**src/sv/sfcc_pkg.sv**
```systemverilog
// Package with the constants and the CRC-8 byte update of the sensor frame checker.
`default_nettype none

package sfcc_pkg;

  localparam logic [7:0]  CrcInit      = 8'hFF;
  localparam logic [7:0]  CrcPoly      = 8'h31;
  localparam logic [3:0]  LastPosition = 4'd8;
  localparam logic [14:0] TempScale    = 15'd17500;
  localparam logic [14:0] TempOffset   = 15'd4500;
  localparam logic [13:0] HumScale     = 14'd10000;

  typedef logic [3:0] pos_t;

  function automatic logic [7:0] crc8_feed(input logic [7:0] crc, input logic [7:0] data);
    logic [7:0] acc;
    acc = crc ^ data;
    for (int k = 0; k < 8; k++) begin
      if (acc[7]) begin
        acc = {acc[6:0], 1'b0} ^ CrcPoly;
      end else begin
        acc = {acc[6:0], 1'b0};
      end
    end
    return acc;
  endfunction

endpackage

`default_nettype wire

```
**src/sv/sfcc_if.sv**
```systemverilog
// Valid/ready channel interfaces for the received bytes and the checked results.
`default_nettype none

interface sfcc_in_if;
  logic       valid;
  logic       ready;
  logic [7:0] rx_byte;
  logic       frame_start;

  modport source (output valid, output rx_byte, output frame_start, input ready);
  modport sink   (input valid, input rx_byte, input frame_start, output ready);
endinterface

interface sfcc_out_if;
  logic               valid;
  logic               ready;
  logic               status;
  logic [15:0]        co2_ppm;
  logic signed [14:0] temp_centi;
  logic [13:0]        hum_centi;

  modport source (output valid, output status, output co2_ppm, output temp_centi,
                  output hum_centi, input ready);
  modport sink   (input valid, input status, input co2_ppm, input temp_centi,
                  input hum_centi, output ready);
endinterface

`default_nettype wire

```
**src/sv/sensor_frame_crc_check_scale.sv**
```systemverilog
// Top level: checks the word CRCs of a nine-byte measurement reply and scales the values.
`default_nettype none

// The block takes one byte of the reply per clock cycle, back to back. Each of the
// three words (CO2, temperature, humidity) is sent high byte first and followed by a
// CRC-8 (polynomial 0x31, start 0xFF) that restarts for every word. A high frame_start
// makes that beat byte zero of a new reply. The ninth byte produces one result beat,
// registered, in the cycle after that byte is taken: status is zero when all three CRCs
// matched and the stored values were refreshed, one when they were held. The CRC of a
// byte is combinational logic and each scaling uses a single constant multiplier fed
// from the word registers. The only stall is a byte offered at the ninth position of a
// reply while the previous result is still waiting to be taken; a byte that carries
// frame_start at that position waits as well.
module sensor_frame_crc_check_scale
  import sfcc_pkg::*;
(
  input  wire            clk_i,
  input  wire            rst_ni,
  sfcc_in_if.sink        in_i,
  sfcc_out_if.source     out_o
);

  pos_t               pos_q, pos_d;
  logic [7:0]         crc_q, crc_d;
  logic [7:0]         high_q, high_d;
  logic [15:0]        co2_word_q, co2_word_d;
  logic [15:0]        temp_word_q, temp_word_d;
  logic [15:0]        hum_word_q, hum_word_d;
  logic               bad_q, bad_d;
  logic               status_q, status_d;
  logic [15:0]        good_co2_q, good_co2_d;
  logic signed [14:0] good_temp_q, good_temp_d;
  logic [13:0]        good_hum_q, good_hum_d;
  logic               out_valid_q, out_valid_d;

  logic               accept;
  pos_t               pos_eff;
  logic               bad_base;
  logic               load;
  logic [30:0]        temp_prod;
  logic [29:0]        hum_prod;

  assign in_i.ready = (pos_q != LastPosition) || !out_valid_q || out_o.ready;
  assign accept     = in_i.valid && in_i.ready;

  assign temp_prod = 31'(TempScale) * 31'(temp_word_q);
  assign hum_prod  = 30'(HumScale) * 30'(hum_word_q);

  always_comb begin
    pos_eff     = in_i.frame_start ? '0 : pos_q;
    bad_base    = (pos_eff == '0) ? 1'b0 : bad_q;
    pos_d       = pos_q;
    crc_d       = crc_q;
    high_d      = high_q;
    co2_word_d  = co2_word_q;
    temp_word_d = temp_word_q;
    hum_word_d  = hum_word_q;
    bad_d       = bad_q;
    status_d    = status_q;
    good_co2_d  = good_co2_q;
    good_temp_d = good_temp_q;
    good_hum_d  = good_hum_q;
    load        = 1'b0;
    if (accept) begin
      bad_d = bad_base;
      if (pos_eff inside {4'd0, 4'd3, 4'd6}) begin
        crc_d  = crc8_feed(CrcInit, in_i.rx_byte);
        high_d = in_i.rx_byte;
      end else if (pos_eff inside {4'd1, 4'd4, 4'd7}) begin
        crc_d = crc8_feed(crc_q, in_i.rx_byte);
        case (pos_eff)
          4'd1:    co2_word_d  = {high_q, in_i.rx_byte};
          4'd4:    temp_word_d = {high_q, in_i.rx_byte};
          default: hum_word_d  = {high_q, in_i.rx_byte};
        endcase
      end else begin
        crc_d = CrcInit;
        bad_d = bad_base || (crc_q != in_i.rx_byte);
      end
      if (pos_eff == LastPosition) begin
        pos_d    = '0;
        load     = 1'b1;
        status_d = bad_d;
        if (!bad_d) begin
          good_co2_d  = co2_word_q;
          good_temp_d = $signed(temp_prod[30:16] - TempOffset);
          good_hum_d  = hum_prod[29:16];
        end
      end else begin
        pos_d = pos_eff + 4'd1;
      end
    end
    out_valid_d = load ? 1'b1 : (out_o.ready ? 1'b0 : out_valid_q);
  end

  always_ff @(posedge clk_i or negedge rst_ni) begin
    if (!rst_ni) begin
      pos_q       <= '0;
      crc_q       <= CrcInit;
      high_q      <= '0;
      co2_word_q  <= '0;
      temp_word_q <= '0;
      hum_word_q  <= '0;
      bad_q       <= 1'b0;
      status_q    <= 1'b0;
      good_co2_q  <= '0;
      good_temp_q <= '0;
      good_hum_q  <= '0;
      out_valid_q <= 1'b0;
    end else begin
      pos_q       <= pos_d;
      crc_q       <= crc_d;
      high_q      <= high_d;
      co2_word_q  <= co2_word_d;
      temp_word_q <= temp_word_d;
      hum_word_q  <= hum_word_d;
      bad_q       <= bad_d;
      status_q    <= status_d;
      good_co2_q  <= good_co2_d;
      good_temp_q <= good_temp_d;
      good_hum_q  <= good_hum_d;
      out_valid_q <= out_valid_d;
    end
  end

  assign out_o.valid      = out_valid_q;
  assign out_o.status     = status_q;
  assign out_o.co2_ppm    = good_co2_q;
  assign out_o.temp_centi = good_temp_q;
  assign out_o.hum_centi  = good_hum_q;

endmodule

`default_nettype wire

```
**src/flat_wrapper.sv**
```systemverilog
// flat-port wrapper written by rule: the top's interface ports become plain ports
module sensor_frame_crc_check_scale_flat import sfcc_pkg::*;
  (clk_i, rst_ni, in_i_valid, in_i_rx_byte, in_i_frame_start, in_i_ready, out_o_valid, out_o_status, out_o_co2_ppm, out_o_temp_centi, out_o_hum_centi, out_o_ready);
  sfcc_in_if in_i_i ();
  sfcc_out_if out_o_i ();
  input  wire clk_i;
  input  wire rst_ni;
  input wire logic [$bits(in_i_i.valid)-1:0] in_i_valid;
  input wire logic [$bits(in_i_i.rx_byte)-1:0] in_i_rx_byte;
  input wire logic [$bits(in_i_i.frame_start)-1:0] in_i_frame_start;
  output wire logic [$bits(in_i_i.ready)-1:0] in_i_ready;
  output wire logic [$bits(out_o_i.valid)-1:0] out_o_valid;
  output wire logic [$bits(out_o_i.status)-1:0] out_o_status;
  output wire logic [$bits(out_o_i.co2_ppm)-1:0] out_o_co2_ppm;
  output wire logic [$bits(out_o_i.temp_centi)-1:0] out_o_temp_centi;
  output wire logic [$bits(out_o_i.hum_centi)-1:0] out_o_hum_centi;
  input wire logic [$bits(out_o_i.ready)-1:0] out_o_ready;
  assign in_i_i.valid = in_i_valid;
  assign in_i_i.rx_byte = in_i_rx_byte;
  assign in_i_i.frame_start = in_i_frame_start;
  assign in_i_ready = in_i_i.ready;
  assign out_o_valid = out_o_i.valid;
  assign out_o_status = out_o_i.status;
  assign out_o_co2_ppm = out_o_i.co2_ppm;
  assign out_o_temp_centi = out_o_i.temp_centi;
  assign out_o_hum_centi = out_o_i.hum_centi;
  assign out_o_i.ready = out_o_ready;
  sensor_frame_crc_check_scale u_core (.clk_i(clk_i), .rst_ni(rst_ni), .in_i(in_i_i), .out_o(out_o_i));
endmodule
```
**config.mk**
```make
export PLATFORM = sky130hd
export DESIGN_NAME = sensor_frame_crc_check_scale_flat
export DESIGN_NICKNAME = d
export VERILOG_FILES = /design/src/sv/sfcc_pkg.sv /design/src/sv/sfcc_if.sv /design/src/sv/sensor_frame_crc_check_scale.sv /design/src/flat_wrapper.sv
export SDC_FILE = /design/constraint.sdc
export NUM_CORES = 1
export LEC_CHECK = 0
export ABC_AREA = 1
export BUFFER_PORTS_ARGS = -buffer_cell sky130_fd_sc_hd__buf_2
export CORE_UTILIZATION = 48
export CTS_BUF_LIST = sky130_fd_sc_hd__clkbuf_4 sky130_fd_sc_hd__clkbuf_8 sky130_fd_sc_hd__clkbuf_16
export DETAILED_ROUTE_END_ITERATION = 12
export PLACE_DENSITY = 0.76
export SLEW_MARGIN = 20
export SYNTH_ARGS = -nofsm -noshare
export SYNTH_HDL_FRONTEND = slang
export SYNTH_SLANG_ARGS = --single-unit
```
**constraint.sdc**
```tcl
create_clock -name clk_i -period 5.7 [get_ports clk_i]
set_clock_uncertainty 0.1 [all_clocks]
set_input_delay 0.57 -clock clk_i [delete_from_list [all_inputs] [get_ports clk_i]]
set_output_delay 0.57 -clock clk_i [all_outputs]
set_load 0.05 [all_outputs]
```
==> results.rst, run 1 <==
.. list-table::
   :header-rows: 1

   * - Metric
     - Value
   * - Required time of the critical path
     - 5.89 ns
   * - Number of synthesis warnings
     - 0
   * - Maximum level of the CTS H-tree
     - 4
   * - Worst path buffer plus inverter count
     - 2
   * - Number of rows in the core area
     - 55
   * - Final setup vio count
     - 0
   * - Wire length reported by the detailed router
     - 25200 µm
   * - Average wire per standard cell
     - about 14 µm
   * - Total Neg Setup Slack
     - 0 ns
   * - Nets
     - 1727
   * - Slack of the critical path
     - 0.576 ns
   * - Count of filler cells inserted in the layout
     - 2110
   * - Final weighted congestion of routability-driven global placement
     - between 0.9 and 1
   * - CTS tree
     - done
   * - CP most frequent cell
     - nand2_1
   * - Post-synthesis net count
     - roughly 1700
   * - Area delta synth->final
     - 10.9%
   * - Type of destination of the critical path
     - flop
   * - Startpoint of the worst register-to-register path
     - u_core.temp_word_q[8]$_DFFE_PN0P_
   * - Highest fanout seen on the critical path
     - 7
   * - Placed standard-cell area
     - between 10000 and 15000 µm²
   * - Sequential cell area fraction in the yosys report
     - 0.258
   * - Initial Util
     - 0.494
   * - Min Tclk post-route
     - 5.12 ns
   * - Synth Flop Type
     - dfrtp_1
   * - Synthesized netlist cell count
     - around 1400
   * - Count of cells resized by post-cts repair
     - 0
   * - Capture instance of the worst register-to-register path
     - u_core.out_o.temp_centi[11]$_DFFE_PN0P_
   * - Root buffer cell
     - clkbuf_16
   * - Final hold vios
     - 0
   * - Critical Path Source Type
     - flop
   * - Antenna violation net count after detailed routing
     - 0
   * - Die outline width
     - 155 µm
   * - Compound-gate portion of the synthesized area
     - 0.0885
   * - Outcome
     - finished clean
   * - Die height
     - 155 µm
   * - Clock sinks
     - 116
   * - Total number of vias
     - 8902
   * - CTS buffer count
     - 17
   * - Gr usage total
     - 0.223
   * - Peak clock frequency supported by timing
     - about 200 MHz
   * - Crit path max-delay cell type
     - fa_1
   * - Headroom to the max-slew limit
     - 0.374
   * - Depth of the worst register-to-register path
     - 21
   * - Mapped cell area
     - roughly 11000 µm²
   * - Setup repair after global routing missed its margin
     - no
   * - Clk pin slew, worst setup/hold paths
     - 0.06 ns
   * - Synth Area per Inst
     - 8.01 µm²
   * - Setup slack, reg-to-reg
     - between 0.5 and 0.6 ns
   * - Number of placed I/O pins
     - 61
   * - Fraction of registers with async set/reset
     - 1.00
   * - WP data arrival
     - 5.32 ns
   * - Routed vias/inst
     - approximately 5.0
   * - Dominant combinational cell family by area after synthesis
     - adder cells
   * - Most frequent cells in the layout
     - nand2_1 (356), inv_1 (284), ha_1 (168)
   * - First-pass DRT Iterations
     - 7
   * - Hold Crit Class
     - input pin to asynchronous set/reset pin
   * - Portion of netlist area occupied by mux cells
     - 0
   * - Post-route fraction of the period consumed by the critical path
     - 0.899
   * - Top delay family on crit path
     - adder cells
   * - GRT overflow
     - 0
   * - Ratio of cells with drive above 1 in the final layout
     - 0.0871
   * - Area of the multi-input gates
     - slightly above 7000 µm²
   * - Slew at the pin closest to its max-slew limit
     - 0.936 ns
   * - FF/Latch Area
     - 2910 µm²
   * - Post-detailed-placement half-perimeter wirelength
     - 20300 µm
   * - Critical Path Max Stage Delay
     - 0.54 ns
   * - Number of violations reported at the end of detailed-routing iteration 0
     - 470
   * - Antenna diode count
     - 0
   * - Hold Buf Count CTS
     - 0
   * - Number of antenna violations at the first check in global routing
     - 0
   * - Number of flops mapped to enable cells by yosys
     - 0
   * - Flip-flop and latch count after synthesis
     - 116
   * - Number of global-route vias before repair
     - 8684
   * - Area share of xor/xnor cells in the synthesized design
     - 0.0396
   * - Number of remaining DRC errors
     - 0
   * - Final cell area excluding filler cells
     - 12500 µm²
   * - Worst skew pair latency
     - about 0.42 ns
   * - Number of distinct library cell variants in the gate-level netlist after synthesis
     - 41
   * - Area enclosed by the die boundary
     - around 24000 µm²
   * - Most common library cell in the layout ignoring fill and taps
     - nand2_1
   * - Worst Path Class, Setup
     - flop to flop
   * - Core box area
     - 22800 µm²
   * - Max Transition Viols Final
     - 0
   * - Adder-cell share of the synthesized area
     - 0.325
   * - Max-capacitance violation count
     - 0
   * - Simple logic cell fraction of the synthesized area
     - 0.183
   * - Global-route wire length before repair
     - 42600 µm
   * - Post-CTS Setup Bufs
     - 0
   * - Crit path cell chain
     - ha_1 > fa_1 > ha_1 > fa_1 > inv_1 > fa_1 > inv_1 > ha_1 > nand2_1 > nor2_1 > nand2_1 > nor3_1 > nor2_1 > nand3_1 > nand2_1 > nor2_1 > nand2_1 > nand2_1 > nand2_1 > nor2_1 > a21oi_1
   * - Worst setup slack after placement
     - 0.661 ns
   * - Clk buf depth
     - 2
   * - Pin count of the biggest net entering global routing
     - 65
   * - Buffers added on ports
     - 60
per-stage QoR:
| stage | hold WS [ns] | utilization | cells |
|---|---|---|---|
| floorplan | 0.174 | - | 1408 |
| global placement | 0.353 | 0.521 | 1762 |
| detailed placement | 0.358 | 0.521 | 1762 |
| CTS | 0.168 | 0.548 | 1794 |
| global route | 0.213 | 0.548 | 1794 |
| finish | 0.134 | 0.548 | 1794 |
flip-flops by register name (all words and copies together) (netlist names), 4 cells and up:
signal / cells
u_core.out_o.temp_centi: 15
u_core.crc_q: 8
u_core.temp_word_q: 16
u_core.pos_q: 4
u_core.out_o.co2_ppm: 16
u_core.co2_word_q: 16
u_core.out_o.hum_centi: 14
u_core.high_q: 8
u_core.hum_word_q: 16
area by class of cell:
cell class / count / area share
multi-input cells: 980 / 0.574
clock buffers: 18 / 0.0351
well taps: 313 / 0.0313
flip-flops and latches: 116 / 0.233
clock inverters: 14 / 0.0140
inverters: 290 / 0.0870
repair buffers: 63 / 0.0260
cell families after synthesis:
group / count (synthesis)
adders and majority gates: 246
AOI/OAI and AO/OA: 178
xor gates and xnor gates: 51
and+or+nand+nor: 505
buffers and inverters: 312
DFF: 116
how the worst max path moves through the flow:
stage          depth (start not counted)  slack [ns]                                       to                                from
6_report                              21        0.58  u_core.out_o.temp_centi[11]$_DFFE_PN0P_   u_core.temp_word_q[8]$_DFFE_PN0P_
5_1_grt                               21        0.22  u_core.out_o.temp_centi[11]$_DFFE_PN0P_   u_core.temp_word_q[9]$_DFFE_PN0P_
4_1_cts                               25        0.62  u_core.out_o.temp_centi[11]$_DFFE_PN0P_  u_core.temp_word_q[10]$_DFFE_PN0P_
3_5_place_dp                          25        0.66  u_core.out_o.temp_centi[13]$_DFFE_PN0P_  u_core.temp_word_q[11]$_DFFE_PN0P_
3_3_place_gp                          28        0.77  u_core.out_o.temp_centi[14]$_DFFE_PN0P_  u_core.temp_word_q[13]$_DFFE_PN0P_
2_1_floorplan                         30        1.05  u_core.out_o.temp_centi[14]$_DFFE_PN0P_  u_core.temp_word_q[12]$_DFFE_PN0P_
synth_stat cells, types with 4 or more instances:
library cell  count  share of area
xnor2_1          31          0.024
dfrtp_1         108           0.24
a21oi_1          45          0.020
inv_1           284          0.094
clkbuf_1         14         0.0047
ha_1            168           0.19
nor2_1           65          0.022
buf_2             6         0.0027
nand3_1          48          0.021
nor3_1            7         0.0031
nand4_1          11         0.0061
inv_2             6         0.0020
o21bai_1          7         0.0047
dfstp_2           8          0.019
xor2_1           20          0.016
fa_1             78           0.14
a31oi_1           5         0.0028
o21ai_0          94          0.042
o211ai_1          4         0.0027
or2_2             4         0.0022
o21ai_2           5         0.0039
nand2_1         356           0.12
routing by layer:
| metal | part of all wire | vias to the layer above | track usage |
|---|---|---|---|
| met5 | 0 | - | 0 |
| met4 | 0.016 | 0 | 0.0551 |
| met3 | 0.037 | 30 | 0.0320 |
| met2 | 0.46 | 178 | 0.365 |
| met1 | 0.49 | 4163 | 0.310 |
| li1 | - | 4531 | - |
Power of run 1 is left out: the tool's default activity adds up to more than one toggle a clock period on the data nets, which glitch-free logic cannot reach.
==> run 2: changes to the inputs <==
--- a/config.mk
+++ b/config.mk
@@ -5,7 +5,6 @@
 export SDC_FILE = /design/constraint.sdc
 export NUM_CORES = 1
 export LEC_CHECK = 0
-export ABC_AREA = 1
 export BUFFER_PORTS_ARGS = -buffer_cell sky130_fd_sc_hd__buf_2
 export CORE_UTILIZATION = 48
 export CTS_BUF_LIST = sky130_fd_sc_hd__clkbuf_4 sky130_fd_sc_hd__clkbuf_8 sky130_fd_sc_hd__clkbuf_16
==> run 2 against run 1 <==
Effect of this change: non-clock buffer count increased by 34; area after synthesis decreased by 6.5%; design area decreased by 2.1%; largest cell class unchanged; critical path depth decreased by 3; worst setup slack got worse by 0.45 ns; core utilization increased by 2.8 points; die area decreased by 6.4%; highest routed layer unchanged; critical path type unchanged; first-iteration DRC count decreased by 28%.
==> results.rst, run 2 <==
.. list-table::
   :header-rows: 1

   * - Metric
     - Value
   * - Outcome
     - finished clean (unchanged)
   * - Slew at the pin closest to its max-slew limit
     - 0.898 ns (was 0.936 ns)
   * - Area enclosed by the die boundary
     - 22600 µm² (was 24100 µm²)
   * - Total number of vias
     - 7483 (was 8902)
   * - Top cells by area in the synthesized netlist
     - dfrtp_1 (26%), ha_1 (20%), fa_1 (15%) (was dfrtp_1 (24%), ha_1 (19%), fa_1 (14%))
   * - Number of rows in the core area
     - 53 (was 55)
   * - Initial Util
     - 0.496 (was 0.494)
   * - CTS buffer count
     - 17 (unchanged)
   * - Number of antenna violations at the first check in global routing
     - 0 (unchanged)
   * - Clk pin slew, worst setup/hold paths
     - 0.06 ns (about the same)
   * - Maximum level of the CTS H-tree
     - 4 (unchanged)
   * - Synth Flop Type
     - dfrtp_1 (unchanged)
   * - Antenna diode count
     - 0 (unchanged)
   * - Type of destination of the critical path
     - flop (unchanged)
   * - Clock sinks
     - 116 (unchanged)
   * - Area share of xor/xnor cells in the synthesized design
     - 0.0465 (was 0.0396)
   * - Nets
     - 1370 (was 1727)
   * - Min Tclk post-route
     - 5.58 ns (was 5.12 ns)
   * - First-pass DRT Iterations
     - 5 (was 7)
   * - Post-synth top area cell
     - dfrtp_1 (unchanged)
   * - Crit path max-delay cell type
     - or4_4 (was fa_1)
   * - Worst skew pair latency
     - 0.43 ns (was 0.42 ns)
   * - Highest fanout seen on the critical path
     - 5 (was 7)
   * - Total routed wire length on the met1 layer
     - 10300 µm (was 12300 µm)
   * - Count of filler cells inserted in the layout
     - 1755 (was 2110)
   * - Ratio of cells with drive above 1 in the final layout
     - 0.235 (was 0.0871)
   * - Flip-flop and latch count after synthesis
     - 116 (unchanged)
   * - Most common library cell in the layout ignoring fill and taps
     - inv_1 (was nand2_1)
   * - Mapped cell area
     - 10500 µm² (was 11300 µm²)
   * - Slack of the critical path
     - 0.123 ns (was 0.576 ns)
   * - Startpoint of the worst register-to-register path
     - u_core.temp_word_q[9]$_DFFE_PN0P_ (was u_core.temp_word_q[8]$_DFFE_PN0P_)
   * - Fraction of registers with async set/reset
     - 1.00 (unchanged)
   * - Worst setup slack after placement
     - -0.0270 ns (was 0.661 ns)
   * - Max Transition Viols Final
     - 0 (unchanged)
   * - Most common cell in the synthesized netlist
     - inv_1 (was nand2_1)
   * - Number of synthesis warnings
     - 0 (unchanged)
   * - Critical Path Source Type
     - flop (unchanged)
   * - Antenna violation net count after detailed routing
     - 0 (unchanged)
   * - Crit path cell chain
     - ha_4 > fa_1 > ha_1 > fa_1 > inv_1 > fa_1 > inv_1 > ha_1 > and4_4 > a221o_1 > a211oi_4 > nor4_4 > or4_4 > a21oi_4 > a21o_4 > a211oi_4 > o31a_1 > o31a_1 (was ha_1 > fa_1 > ha_1 > fa_1 > inv_1 > fa_1 > inv_1 > ha_1 > nand2_1 > nor2_1 > nand2_1 > nor3_1 > nor2_1 > nand3_1 > nand2_1 > nor2_1 > nand2_1 > nand2_1 > nand2_1 > nor2_1 > a21oi_1)
   * - Hold Crit Class
     - input pin to asynchronous set/reset pin (unchanged)
   * - Simple logic cell fraction of the synthesized area
     - 0.0680 (was 0.183)
   * - Fraction of synthesized cell area taken by the top area cell type
     - 0.256 (was 0.240)
   * - GRT overflow
     - 0 (unchanged)
   * - Routed met3 length
     - 929 µm (was 943 µm)
   * - Sequential cell area fraction in the yosys report
     - 0.276 (was 0.258)
   * - Number of remaining DRC errors
     - 0 (unchanged)
   * - Max-capacitance violation count
     - 0 (unchanged)
   * - Gr usage total
     - 0.211 (was 0.223)
   * - Post-route fraction of the period consumed by the critical path
     - 0.978 (was 0.899)
   * - Detail Route met2 WL
     - 11300 µm (was 11500 µm)
   * - Clk buf depth
     - 2 (unchanged)
   * - Number of global-route vias before repair
     - 7541 (was 8684)
   * - Required time of the critical path
     - 5.91 ns (was 5.89 ns)
   * - Wire length reported by the detailed router
     - 22800 µm (was 25200 µm)
   * - Headroom to the max-slew limit
     - 0.401 (was 0.374)
   * - Die height
     - 150 µm (was 155 µm)
   * - Dominant combinational cell family by area after synthesis
     - adder cells (unchanged)
   * - Area delta synth->final
     - 16.2% (was 10.9%)
   * - Most instantiated cells after synthesis
     - inv_1 (193), ha_1 (168), dfrtp_1 (108), fa_1 (78), mux2_2 (75) (was nand2_1 (356), inv_1 (284), ha_1 (168), dfrtp_1 (108), o21ai_0 (94))
   * - Post-synthesis net count
     - 1276 (was 1667)
   * - Synth Area per Inst
     - 10.4 µm² (was 8.01 µm²)
   * - Root buffer cell
     - clkbuf_16 (unchanged)
   * - Worst Path Class, Setup
     - flop to flop (unchanged)
   * - Peak clock frequency supported by timing
     - 179 MHz (was 195 MHz)
   * - WP data arrival
     - 5.79 ns (was 5.32 ns)
   * - Core box area
     - 21300 µm² (was 22800 µm²)
   * - Final weighted congestion of routability-driven global placement
     - 0.865 (was 0.917)
   * - Number of placed I/O pins
     - 61 (unchanged)
   * - Number of violations reported at the end of detailed-routing iteration 0
     - 337 (was 470)
   * - Synthesized netlist cell count
     - 1017 (was 1408)
   * - Number of distinct library cell variants in the gate-level netlist after synthesis
     - 69 (was 41)
   * - Worst Hold Slack
     - 0.155 ns (was 0.134 ns)
   * - CP most frequent cell
     - fa_1 (was nand2_1)
   * - Depth of the worst register-to-register path
     - 18 (was 21)
   * - Total Neg Setup Slack
     - 0 ns (unchanged)
   * - Pin count of the biggest net entering global routing
     - 71 (was 65)
   * - Setup slack, reg-to-reg
     - 0.12 ns (was 0.58 ns)
   * - Final hold vios
     - 0 (unchanged)
   * - Most frequent cells in the layout
     - inv_1 (193), ha_1 (159), dfrtp_1 (102) (was nand2_1 (356), inv_1 (284), ha_1 (168))
   * - Post-detailed-placement half-perimeter wirelength
     - 17000 µm (was 20300 µm)
   * - Adder-cell share of the synthesized area
     - 0.348 (was 0.325)
   * - Hold Buf Count CTS
     - 0 (unchanged)
   * - Number of flops mapped to enable cells by yosys
     - 0 (unchanged)
   * - Portion of netlist area occupied by mux cells
     - 0.0810 (was 0)
   * - Final setup vio count
     - 0 (unchanged)
   * - CTS tree
     - done (unchanged)
   * - Die outline width
     - 150 µm (was 155 µm)
   * - Buffers added on ports
     - 60 (unchanged)
   * - Routed vias/inst
     - 5.35 (was 4.96)
   * - Highest metal layer used by the detailed router
     - met4 (unchanged)
   * - Global-route wire length before repair
     - 36900 µm (was 42600 µm)
   * - Compound-gate portion of the synthesized area
     - 0.103 (was 0.0885)
   * - Average wire per standard cell
     - 16.3 µm (was 14.0 µm)
   * - Critical Path Max Stage Delay
     - 0.59 ns (was 0.54 ns)
   * - Capture instance of the worst register-to-register path
     - u_core.out_o.temp_centi[13]$_DFFE_PN0P_ (was u_core.out_o.temp_centi[11]$_DFFE_PN0P_)
-- run 2: changes by cell type in the layout (fill, tap and decap cells not counted), moves of 8 or more --
cell      before  now
inv_1        284  193
mux2_2         0   75
a211oi_1       0    8
nand3_1       47    6
ha_1         168  159
a21o_1         2   10
buf_4          4   37
nor2_1        65   20
a21oi_1       45   28
nand2_1      356   56
o21ai_0       94   39
-- run 2: per-layer routing --
metal,vias to the layer above,track usage
li1,3626,-
met1,3693,0.275
met2,143,0.355
met3,21,0.0448
met4,0,0.0535
met5,-,0
-- run 2: repair_timing --
item | in CTS | in global routing
pin swaps | 0 | 14
resized for setup | 1 | 47
buffers inserted | 1 | 7
setup endpoints to repair | 3 | 7
-- run 2: per-stage QoR --
step	area (µm²)	util	cells
after CTS	12000	0.562	1392
after global placement	11300	0.533	1359
final	12300	0.576	1399
after floorplan	10500	-	1017
after detailed placement	11300	0.533	1359
after global routing	12300	0.576	1399
-- run 2: worst max path at each step --
stage,from,to,slack (ns),depth (start not counted)
floorplan,u_core.temp_word_q[9]$_DFFE_PN0P_,u_core.out_o.temp_centi[8]$_DFFE_PN0P_,0.16,20
global placement,u_core.temp_word_q[9]$_DFFE_PN0P_,u_core.out_o.temp_centi[14]$_DFFE_PN0P_,0.07,18
detailed placement,u_core.temp_word_q[11]$_DFFE_PN0P_,u_core.out_o.temp_centi[14]$_DFFE_PN0P_,-0.03,23
CTS,u_core.temp_word_q[7]$_DFFE_PN0P_,u_core.out_o.temp_centi[13]$_DFFE_PN0P_,0.05,18
global route,u_core.temp_word_q[11]$_DFFE_PN0P_,u_core.out_o.temp_centi[14]$_DFFE_PN0P_,-0.06,21
finish,u_core.temp_word_q[9]$_DFFE_PN0P_,u_core.out_o.temp_centi[13]$_DFFE_PN0P_,0.12,18
-- run 2: worst max-delay path: cells and delay by family (launching register included) --
kind | cells | cell delay (ns)
AND/OR/NAND/NOR | 3 | 0.89
flip-flops | 1 | 0.46
buffers and inverters | 2 | 0.11
adder cells (fa/ha/maj) | 6 | 2.32
AO/OA/AOI/OAI | 7 | 1.60
-- run 2: area by class of cell --
type / instances / area, µm² / area share
flip-flops and latches: 116 / 2920 / 0.238
multi-input cells: 685 / 7060 / 0.576
repair buffers: 97 / 593 / 0.0484
inverters: 194 / 728 / 0.0594
clock inverters: 14 / 175 / 0.0143
well taps: 275 / 344 / 0.0281
clock buffers: 18 / 439 / 0.0358
-- run 2: cells by family (layout without fill, tap and decap cells) --
logic type	Yosys count	after routing
compound gates	161	161
xor+xnor	56	56
fa+ha+maj	247	247
buf+inv	216	323
flops	116	116
mux	76	76
simple gates	145	145
Power of run 2 is left out for the same reason.
